$ cat src/rtl/rsld_pkg.sv
`timescale 1ns / 1ps
// Shared constants, payload types and the sign generator for the ring sheaf diffusion core.
package rsld_pkg;

  localparam int unsigned NodesDefault = 16;
  localparam int unsigned DimDefault   = 8;

  localparam logic [63:0] DefaultSeed = 64'h95C0FAA595C0FAA5;

  localparam logic [1:0] ModeInit = 2'd0;
  localparam logic [1:0] ModeLoad = 2'd1;
  localparam logic [1:0] ModeStep = 2'd2;
  localparam logic [1:0] ModeRead = 2'd3;

  typedef struct packed {
    logic [1:0]         mode;
    logic [3:0]         node;
    logic [2:0]         dim;
    logic signed [31:0] value;
    logic               last;
  } rsld_req_t;

  typedef struct packed {
    logic signed [31:0] value_out;
    logic [62:0]        energy;
    logic [31:0]        violations;
    logic [31:0]        steps;
    logic               ok;
  } rsld_rsp_t;

  typedef struct packed {
    logic sig_we;
    logic lap_we;
    logic sgn_we;
  } rsld_wen_t;

  function automatic logic [63:0] xorshift(input logic [63:0] r);
    logic [63:0] x;
    x = r ^ (r << 13);
    x = x ^ (x >> 7);
    x = x ^ (x << 17);
    return x;
  endfunction

endpackage

$ cat src/rtl/rsld_seq.sv
`timescale 1ns / 1ps
// Sequencer and datapath: clear, sign draw, load, read, Laplacian, update and energy passes.
module rsld_seq #(
  parameter int unsigned NODES = rsld_pkg::NodesDefault,
  parameter int unsigned DIM   = rsld_pkg::DimDefault,
  localparam int unsigned CELLS  = NODES * DIM,
  localparam int unsigned CELL_W = $clog2(CELLS),
  localparam int unsigned NODE_W = $clog2(NODES),
  localparam int unsigned DIM_W  = (DIM > 1) ? $clog2(DIM) : 1
) (
  input  logic                clk_i,
  input  logic                rst_ni,
  input  logic [63:0]         seed_i,
  input  logic                in_valid_i,
  output logic                in_stall_o,
  input  rsld_pkg::rsld_req_t in_req_i,
  output logic                out_valid_o,
  input  logic                out_stall_i,
  output rsld_pkg::rsld_rsp_t out_rsp_o,
  output rsld_pkg::rsld_wen_t wen_o,
  output logic [CELL_W-1:0]   waddr_o,
  output logic [CELL_W-1:0]   sig_raddr_o,
  output logic [CELL_W-1:0]   sgn_raddr_o,
  output logic [31:0]         sig_wdata_o,
  output logic [31:0]         lap_wdata_o,
  output logic                sgn_wdata_o,
  input  logic [31:0]         sig_rdata_i,
  input  logic [31:0]         lap_rdata_i,
  input  logic                sgn_rdata_i
);

  localparam logic [2:0] SClr  = 3'd0;
  localparam logic [2:0] SIdle = 3'd1;
  localparam logic [2:0] SInit = 3'd2;
  localparam logic [2:0] SLoad = 3'd3;
  localparam logic [2:0] SRead = 3'd4;
  localparam logic [2:0] SLap  = 3'd5;
  localparam logic [2:0] SUpd  = 3'd6;
  localparam logic [2:0] SFin  = 3'd7;

  localparam logic [CELL_W-1:0] LastCell = CELL_W'(CELLS - 1);
  localparam logic [CELL_W-1:0] RowStep  = CELL_W'(DIM);
  localparam logic [CELL_W-1:0] WrapStep = CELL_W'((NODES - 1) * DIM);
  localparam logic [NODE_W-1:0] LastNode = NODE_W'(NODES - 1);
  localparam logic [DIM_W-1:0]  LastDim  = DIM_W'(DIM - 1);

  logic [2:0]          state_q;
  logic [1:0]          ph_q;
  logic [CELL_W-1:0]   idx_q;
  logic [NODE_W-1:0]   node_q;
  logic [DIM_W-1:0]    dim_q;
  rsld_pkg::rsld_req_t req_q;
  logic [63:0]         r_q;
  logic                store_q;
  logic                step_q;
  logic [31:0]         xp_q;
  logic [31:0]         xn_q;
  logic                sp_q;
  logic                sn_q;
  logic [62:0]         acc_q;
  logic [62:0]         last_energy_q;
  logic                energy_valid_q;
  logic [31:0]         viol_q;
  logic [31:0]         steps_q;
  logic                init_q;
  logic [31:0]         rd_q;
  logic                out_valid_q;
  rsld_pkg::rsld_rsp_t out_rsp_q;

  logic [CELL_W-1:0] idx_nx;
  logic [NODE_W-1:0] node_nx;
  logic [DIM_W-1:0]  dim_nx;
  logic              last_cell;
  logic [CELL_W-1:0] prev_addr;
  logic [CELL_W-1:0] next_addr;
  logic              ld_in_range;
  logic [CELL_W-1:0] ld_addr;
  logic [63:0]       r1;
  logic [63:0]       r2;
  logic [31:0]       tn;
  logic [31:0]       tp;
  logic [31:0]       lap_y;
  logic [31:0]       lap_abs;
  logic [62:0]       acc_d;
  logic [31:0]       upd_bias;
  logic [31:0]       upd_q;

  assign last_cell = (idx_q == LastCell);
  assign idx_nx    = last_cell ? '0 : idx_q + 1'b1;
  assign dim_nx    = (last_cell || dim_q == LastDim) ? '0 : dim_q + 1'b1;
  assign node_nx   = last_cell ? '0 : ((dim_q == LastDim) ? node_q + 1'b1 : node_q);
  assign prev_addr = (node_q == '0) ? idx_q + WrapStep : idx_q - RowStep;
  assign next_addr = (node_q == LastNode) ? idx_q - WrapStep : idx_q + RowStep;

  assign ld_in_range = (int'(req_q.node) < int'(NODES)) && (int'(req_q.dim) < int'(DIM));
  assign ld_addr     = CELL_W'(int'(req_q.node) * int'(DIM) + int'(req_q.dim));

  assign r1 = rsld_pkg::xorshift(r_q);
  assign r2 = rsld_pkg::xorshift(r1);

  assign tn      = sn_q ? xn_q : 32'd0 - xn_q;
  assign tp      = sp_q ? xp_q : 32'd0 - xp_q;
  assign lap_y   = {sig_rdata_i[30:0], 1'b0} - tn - tp;
  assign lap_abs = lap_y[31] ? 32'd0 - lap_y : lap_y;
  assign acc_d   = acc_q + {31'd0, lap_abs};

  assign upd_bias = lap_rdata_i + (lap_rdata_i[31] ? 32'd7 : 32'd0);
  assign upd_q    = {{3{upd_bias[31]}}, upd_bias[31:3]};

  assign in_stall_o  = (state_q != SIdle);
  assign out_valid_o = out_valid_q;
  assign out_rsp_o   = out_rsp_q;

  always_comb begin
    wen_o       = '0;
    waddr_o     = idx_q;
    sig_raddr_o = idx_q;
    sgn_raddr_o = idx_q;
    sig_wdata_o = '0;
    lap_wdata_o = lap_y;
    sgn_wdata_o = r1[0] ~^ r2[0];
    unique case (state_q)
      SClr: begin
        wen_o.sig_we = 1'b1;
      end
      SInit: begin
        wen_o.sig_we = 1'b1;
        wen_o.sgn_we = 1'b1;
      end
      SLoad: begin
        waddr_o      = ld_addr;
        wen_o.sig_we = ld_in_range;
        sig_wdata_o  = req_q.value;
      end
      SRead: begin
        sig_raddr_o = ld_addr;
      end
      SLap: begin
        unique case (ph_q)
          2'd0: begin
            sig_raddr_o = prev_addr;
            sgn_raddr_o = prev_addr;
          end
          2'd1: begin
            sig_raddr_o = next_addr;
          end
          2'd2: begin
            sig_raddr_o = idx_q;
          end
          default: begin
            wen_o.lap_we = store_q;
          end
        endcase
      end
      SUpd: begin
        wen_o.sig_we = ph_q[0];
        sig_wdata_o  = sig_rdata_i - upd_q;
      end
      default: begin
      end
    endcase
  end

  always_ff @(posedge clk_i or negedge rst_ni) begin
    if (!rst_ni) begin
      state_q        <= SClr;
      ph_q           <= '0;
      idx_q          <= '0;
      node_q         <= '0;
      dim_q          <= '0;
      store_q        <= 1'b0;
      step_q         <= 1'b0;
      energy_valid_q <= 1'b0;
      viol_q         <= '0;
      steps_q        <= '0;
      init_q         <= 1'b0;
      out_valid_q    <= 1'b0;
    end else begin
      if (out_valid_q && !out_stall_i && state_q != SFin) begin
        out_valid_q <= 1'b0;
      end
      unique case (state_q)
        SClr: begin
          idx_q  <= idx_nx;
          node_q <= node_nx;
          dim_q  <= dim_nx;
          if (last_cell) begin
            state_q <= SIdle;
          end
        end
        SIdle: begin
          if (in_valid_i) begin
            req_q   <= in_req_i;
            rd_q    <= '0;
            acc_q   <= '0;
            ph_q    <= '0;
            store_q <= (in_req_i.mode == rsld_pkg::ModeStep);
            step_q  <= (in_req_i.mode == rsld_pkg::ModeStep);
            unique case (in_req_i.mode)
              rsld_pkg::ModeInit: begin
                r_q     <= (seed_i != '0) ? seed_i : rsld_pkg::DefaultSeed;
                state_q <= SInit;
              end
              rsld_pkg::ModeLoad: state_q <= SLoad;
              rsld_pkg::ModeStep: state_q <= SLap;
              default:            state_q <= SRead;
            endcase
          end
        end
        SInit: begin
          r_q    <= r2;
          idx_q  <= idx_nx;
          node_q <= node_nx;
          dim_q  <= dim_nx;
          if (last_cell) begin
            energy_valid_q <= 1'b0;
            viol_q         <= '0;
            steps_q        <= '0;
            init_q         <= 1'b1;
            state_q        <= SFin;
          end
        end
        SLoad: begin
          state_q <= req_q.last ? SLap : SFin;
        end
        SRead: begin
          if (ph_q == 2'd0) begin
            ph_q <= 2'd1;
          end else begin
            ph_q    <= '0;
            rd_q    <= ld_in_range ? sig_rdata_i : '0;
            state_q <= SFin;
          end
        end
        SLap: begin
          ph_q <= ph_q + 1'b1;
          unique case (ph_q)
            2'd1: begin
              xp_q <= sig_rdata_i;
              sp_q <= sgn_rdata_i;
            end
            2'd2: begin
              xn_q <= sig_rdata_i;
              sn_q <= sgn_rdata_i;
            end
            2'd3: begin
              acc_q  <= acc_d;
              idx_q  <= idx_nx;
              node_q <= node_nx;
              dim_q  <= dim_nx;
              if (last_cell) begin
                if (store_q) begin
                  state_q <= SUpd;
                end else begin
                  if (step_q) begin
                    if (energy_valid_q && acc_d > last_energy_q) begin
                      viol_q <= viol_q + 1'b1;
                    end
                    steps_q <= steps_q + 1'b1;
                  end
                  last_energy_q  <= acc_d;
                  energy_valid_q <= 1'b1;
                  state_q        <= SFin;
                end
              end
            end
            default: begin
            end
          endcase
        end
        SUpd: begin
          ph_q <= {1'b0, ~ph_q[0]};
          if (ph_q[0]) begin
            idx_q  <= idx_nx;
            node_q <= node_nx;
            dim_q  <= dim_nx;
            if (last_cell) begin
              store_q <= 1'b0;
              acc_q   <= '0;
              state_q <= SLap;
            end
          end
        end
        default: begin
          if (!out_valid_q || !out_stall_i) begin
            out_valid_q          <= 1'b1;
            out_rsp_q.value_out  <= rd_q;
            out_rsp_q.energy     <= energy_valid_q ? last_energy_q : '0;
            out_rsp_q.violations <= viol_q;
            out_rsp_q.steps      <= steps_q;
            out_rsp_q.ok         <= init_q && (viol_q == '0);
            state_q              <= SIdle;
          end
        end
      endcase
    end
  end

endmodule

$ cat config.mk
export PLATFORM = sky130hd
export DESIGN_NAME = rsld_seq
export DESIGN_NICKNAME = d
export VERILOG_FILES = /design/src/rtl/rsld_pkg.sv /design/src/rtl/rsld_seq.sv
export SDC_FILE = /design/constraint.sdc
export NUM_CORES = 1
export LEC_CHECK = 0
export BUFFER_PORTS_ARGS = -buffer_cell sky130_fd_sc_hd__buf_2
export CORE_MARGIN = 1.5
export CORE_UTILIZATION = 50
export CTS_BUF_LIST = sky130_fd_sc_hd__clkbuf_4 sky130_fd_sc_hd__clkbuf_8 sky130_fd_sc_hd__clkbuf_16
export DETAILED_ROUTE_END_ITERATION = 8
export GPL_ROUTABILITY_DRIVEN = 0
export MAX_ROUTING_LAYER = met4
export PLACE_DENSITY = 0.74
export SLEW_MARGIN = 15
export SYNTH_ARGS = -nofsm -noshare
export SYNTH_HDL_FRONTEND = slang
export SYNTH_SLANG_ARGS = --single-unit
export TNS_END_PERCENT = 5
$ cat constraint.sdc
create_clock -name clk_i -period 31.9 [get_ports clk_i]
set_input_delay 1.595 -clock clk_i [delete_from_list [all_inputs] [get_ports clk_i]]
set_output_delay 1.595 -clock clk_i [all_outputs]
set_load 0.03 [all_outputs]
==> reports/metrics.yaml, run 1 <==
status: "finished, final reports clean"
wl_per_cell_um: 19.44
synth_xor_area_share_pct: 12.50
drt-met1-wl_mm: 39.13
crit_top_cell: "ha_1"
worstPathMaxFanout: 25
syn-instance-count: 3214
drc_errors: 0
hold_path.class: "reg2reg"
via_count: 25630
yosys.area.top_type_share_pct: 42.82
num_io_pins: 426
sequentialPowerShare_pct: 40.1
dp_hpwl_mm: 66.70
grt_max_degree: 77
antenna_found_initial: 8
cts_resized: 0
ys_seq_elements: 569
synth_common_cells: "edfxtp_1, xnor2_1, nand2_1"
final_area_sq_um: 39530
p_int_mw: 1.443
synth-compound-area-share_pct: 11.03
yosys.area_share.simple_pct: 14.88
synthMuxAreaShare_pct: 0.7202
worst_pin_slew_ns: 1.185
final_max_slew_viol_count: 0
switchingPower_uw: 594.2
swShare_pct: 29.17
route.met2.wl_mm: 40.11
fin_nets: 4015
tns_ns: 0
ys_types: 94
grt_pass1_wl_mm: 136.5
hold_violations: 0
yosysSeqAreaShare_pct: 48.74
synth_edf_count: 488
core_region_area_sq_um: 67510
cp.required_ns: 32.44
synth_fa_ha_area_share_pct: 8.525
fin_crit_sh_pct: 39.24
met3WireLength_mm: 6.053
critPathMaxStageDelay_ns: 0.85
cap_violations: 0
end_kind: "flip-flop"
start_kind: "flip-flop"
fmax_mhz: 79.89
ys.flop_type: "edfxtp_1"
highest_layer: "met4"
netlist_area_sq_um: 34230
drtIter0Drc: 2047
clockBufferDepth: 3
synthTopCellsByArea: "edfxtp_1, xnor2_1, ha_1"
worstPathArrival_ns: 13.06
p_clk_share_pct: 37.1
grt_overflow_total: 0
ir_drop_v: 0.00004478
die_h_um: 264.6
first_global_vias: 24530
dr.pass1.iters: 6
relSlewSlack_pct: 20.93
cts_hold_buf: 0
p_per_area_nw_per_um2: 51.52
ff2ff_setup_slack_ns: 19.38
fin_worst_skew_ns: 0.04284
drt_wl_total_mm: 88.59
fp.dieW_um: 264.6
routed_via_density: 5.623
grt.total_usage_pct: 25.58
path_clk_slew_ns: 0.06
dieArea_sq_um: 70030
synth_most_common_cell: "edfxtp_1"
htree_num_levels: 2
cts_inserted_buffers: 60
synth_top_family_by_area: "simple AND/OR/NAND/NOR gates"
io_buffers: 425
period_minus_slack_ns: 12.52
grt_setup_unrepaired: "no"
drive_above_1_share_pct: 17.05
rows: 95
cp_slowest_cell: "a2111oi_1"
leakagePower_nw: 16.38
clock_latency_ns: 0.66
setup_viol: 0
synth_top_cell_by_area: "edfxtp_1"
crit_type: "reg2reg"
drtAntennaViolNets: 0
yosys_warnings: 0
root_buffer: "clkbuf_16"
clkSinkCount: 569
syn_area_per_cell_sq_um: 10.65
cts_setup_buffers: 0
initial_core_util_pct: 50.69
async_flop_share_pct: 14.24
syn-num-nets: 3603
cts_tree: "built"
pwr-share-comb_pct: 22.7
area_growth_syn_to_layout_pct: 15.50
place_area_sq_um: 37320
worst max-delay path, delay by kind of cell, from the launching register on:
kind	cells	cell delay, ns
AO/OA/AOI/OAI	16	5.47
XOR/XNOR	4	0.64
adder cells (fa/ha/maj)	5	1.72
buffers and inverters	6	1.05
flip-flops	1	0.43
AND/OR/NAND/NOR	14	3.10
metal layers:
layer | track usage [%] | up-vias
met2 | 39.00 | 983
met3 | 3.456 | 185
met1 | 34.89 | 12170
met4 | 9.739 | 0
met5 | - | -
li1 | - | 12290
sequential cells by signal, summed over array words and instances, names as in the netlist, 2 cells and up:
| register | flops |
|---|---|
| ph_q | 2 |
| r_q | 64 |
| out_rsp_o | 160 |
| xp_q | 32 |
| state_q | 3 |
| xn_q | 32 |
| last_energy_q | 63 |
| viol_q | 32 |
| acc_q | 63 |
| idx_q | 7 |
| req_q | 40 |
| steps_q | 32 |
| rd_q | 32 |
power groups by stage:
stage / sequential, mW / combinational (mW) / clock [mW]
after floorplan: 0.833 / 0.334 / 0
after global routing: 0.817 / 0.517 / 0.794
final: 0.817 / 0.463 / 0.757
after detailed placement: 0.833 / 0.457 / 0
after CTS: 0.817 / 0.460 / 0.767
after global placement: 0.833 / 0.448 / 0
cell type report:
class	count	area, sq um
Timing Repair Buffer	450	2317
Clock buffer	76	1757
Multi-Input combinational cell	2320	16380
Sequential cell	569	16680
Antenna cell	7	17.52
Tap cell	873	1092
Fill cell	5603	27990
Inverter	225	844.6
Clock inverter	38	434.2
kinds of logic (layout without fill, tap and decap cells):
group,Yosys count,count (layout)
simple gates,1005,1005
compound gates,591,591
flops,569,569
xor+xnor,487,487
buf+inv,325,789
fa+ha+maj,214,214
mux,23,23
other cells,0,7
stage by stage:
step	hold slack, ns	setup slack [ns]	cells	util [%]	power [mW]
after global routing	0.3875	18.29	4558	58.55	2.128
after global placement	0.4017	19.79	4437	55.28	1.281
after CTS	0.3866	19.28	4551	58.52	2.045
after floorplan	0.4003	21.39	3214	-	1.167
after detailed placement	0.4045	19.45	4437	55.28	1.290
final	0.3927	19.38	4558	58.55	2.037
placed cells by master (no fill, tap or decap), drive strengths merged, types with 81 or more instances in the layout:
cell type and instances:
a21oi 196, edfxtp 488, nor3 97, inv 227, xor2 212, ha 182, nor2 217, xnor2 274
and2 139, o21ai 147, dfrtp 81, buf 450, nand2 224
final timing paths:
| check | start | cells after the start | to |
|---|---|---|---|
| max | xp_q[0]$_DFFE_PP_ | 45 | viol_q[23]$_DFFE_PN0P_ |
| max in group asynchronous | rst_ni | 2 | viol_q[21]$_DFFE_PN0P_ |
| min in group asynchronous | rst_ni | 1 | state_q[2]$_DFFE_PN0P_ |
| max reg2reg | xp_q[0]$_DFFE_PP_ | 45 | viol_q[23]$_DFFE_PN0P_ |
| min | rd_q[21]$_SDFFCE_PN0P_ | 0 | out_rsp_o[149]$_DFFE_PP_ |
| min reg2reg | rd_q[21]$_SDFFCE_PN0P_ | 0 | out_rsp_o[149]$_DFFE_PP_ |
(Power assumes the default switching activity.)
==> run 2: changes to the inputs <==
PLACE_DENSITY = 0.77   (was 0.74)
clock period = 10.96 ns   (was 31.9 ns; I/O delays follow)
==> run 2 against run 1 <==
Fmax rose by 20%; non-clock buffer count rose by 34; first-iteration DRC count rose by 0.34%; via count rose by 1.2%; worst setup slack got worse by 19 ns; register-to-register slack got worse by 19 ns; clock skew fell by 0.0015 ns; critical path type unchanged; critical endpoint is now viol_q[21]$_DFFE_PN0P_; largest power group unchanged; highest routed layer unchanged.
==> reports/metrics.yaml, run 2 (synthesis gave the netlist of run 1 again) <==
via_count: 25930
instances_no_fill: 4594
grt_overflow_total: 0
crit_type: "reg2reg"
relSlewSlack_pct: 27.53
fin_crit_sh_pct: 95.09
cp_slowest_cell: "a2111o_1"
final_common_cell: "edfxtp_1"
fmax_mhz: 95.95
final_max_slew_viol_count: 0
largest_register_ff_count: 160
status: "finished, final reports clean"
wl_per_cell_um: 19.49
drive_above_1_share_pct: 18.40
num_io_pins: 426
setup_viol: 0
fin_worst_skew_ns: 0.04135
final_cell_mix: "edfxtp_1, buf_2, xnor2_1"
hold_violations: 0
core_region_area_sq_um: 67510
rows: 95
clockBufferDepth: 3
tns_ns: 0
path_clk_slew_ns: 0.06
grt_pass1_wl_mm: 137.5
fin_nets: 4050
met3WireLength_mm: 5.917
ir_drop_v: 0.0001452
worstPathArrival_ns: 10.98
drt_wl_total_mm: 89.54
htree_num_levels: 2
drc_errors: 0
end_kind: "flip-flop"
grt.total_usage_pct: 25.73
routed_via_density: 5.644
worst_pin_slew_ns: 1.073
leakagePower_nw: 16.63
clock_latency_ns: 0.65
crit_top_cell: "nor2_1"
dieArea_sq_um: 70030
p_per_area_nw_per_um2: 150.6
final_area_sq_um: 40000
worstPathMaxFanout: 25
fp.dieW_um: 264.6
hold_path.class: "in2reg"
antenna_found_initial: 6
first_global_vias: 24530
dr.pass1.iters: 5
area_growth_syn_to_layout_pct: 16.88
cts_inserted_buffers: 60
io_buffers: 425
drtAntennaViolNets: 0
route.met2.wl_mm: 40.73
die_h_um: 264.6
drt-met1-wl_mm: 39.14
cp.required_ns: 11.52
root_buffer: "clkbuf_16"
clkSinkCount: 569
highest_layer: "met4"
critPathMaxStageDelay_ns: 0.55
initial_core_util_pct: 50.69
grt_max_degree: 77
cts_tree: "built"
start_kind: "flip-flop"
drtIter0Drc: 2054
placed_cells: 4465
dp_hpwl_mm: 67.07
place_area_sq_um: 37550
period_minus_slack_ns: 10.42
cap_violations: 0
[run 2: area by class of cell]
| cell class | instances | area, sq um |
|---|---|---|
| Clock inverter | 34 | 506.7 |
| Fill cell | 5486 | 27510 |
| Sequential cell | 569 | 16680 |
| Multi-Input combinational cell | 2321 | 16560 |
| Tap cell | 873 | 1092 |
| Inverter | 225 | 844.6 |
| Timing Repair Buffer | 484 | 2600 |
| Antenna cell | 9 | 22.52 |
| Clock buffer | 79 | 1698 |
[run 2: worst max-delay path, delay by kind of cell, from the launching register on]
family	cells	cell delay (ns)
DFF	1	0.45
adders and majority gates	4	1.55
xor gates and xnor gates	4	0.70
AOI/OAI and AO/OA	14	3.75
buffers and inverters	4	0.63
and+or+nand+nor	16	3.27
[run 2: repair_timing]
action                                  4_1_cts  5_1_grt
hold endpoints to repair                     15        0
gates resized for setup                       3       26
pin swaps                                     0        5
cloned                                        0        1
setup buffers                                 0        5
endpoints found under the setup margin       27       32
hold buffers                                  1        0
[run 2: through the flow]
step                      worst slack, ns  power [mW]  utilization (%)  hold WS, ns
after floorplan                    0.4459       3.396                -       0.2524
after global placement           -0.09008       3.754            55.62       0.4012
after detailed placement          -0.3160       3.783            55.62       0.4045
after CTS                         0.04795       6.024            58.93      0.04710
after global routing             -0.08013       6.296            59.24      0.05681
final                              0.5379       6.024            59.25      0.07815
[run 2: final timing paths]
path | slack [ns] | from | cells after the start | endpoint
max | 0.54 | xn_q[3]$_DFFE_PP_ | 42 | viol_q[21]$_DFFE_PN0P_
min | 0.08 | in_req_i[0] | 1 | req_q[0]$_DFFE_PP_
max reg2reg | 0.54 | xn_q[3]$_DFFE_PP_ | 42 | viol_q[21]$_DFFE_PN0P_
min reg2reg | 0.41 | rd_q[16]$_SDFFCE_PN0P_ | 0 | out_rsp_o[144]$_DFFE_PP_
max in group asynchronous | 9.36 | rst_ni | 3 | steps_q[0]$_DFFE_PN0P_
min in group asynchronous | 0.42 | rst_ni | 2 | state_q[2]$_DFFE_PN0P_
[run 2: layer usage]
| layer | vias up | GRT usage, % |
|---|---|---|
| met5 | - | - |
| met4 | 0 | 10.31 |
| met3 | 198 | 2.973 |
| met2 | 1003 | 39.16 |
| met1 | 12380 | 35.29 |
| li1 | 12350 | - |
[run 2: power by group]
group | switching (mW) | total, mW | internal (mW)
clock network | 0.887 | 2.24 | 1.36
registers | 0 | 2.38 | 2.38
logic | 0.834 | 1.40 | 0.569
total | 1.72 | 6.02 | 4.30
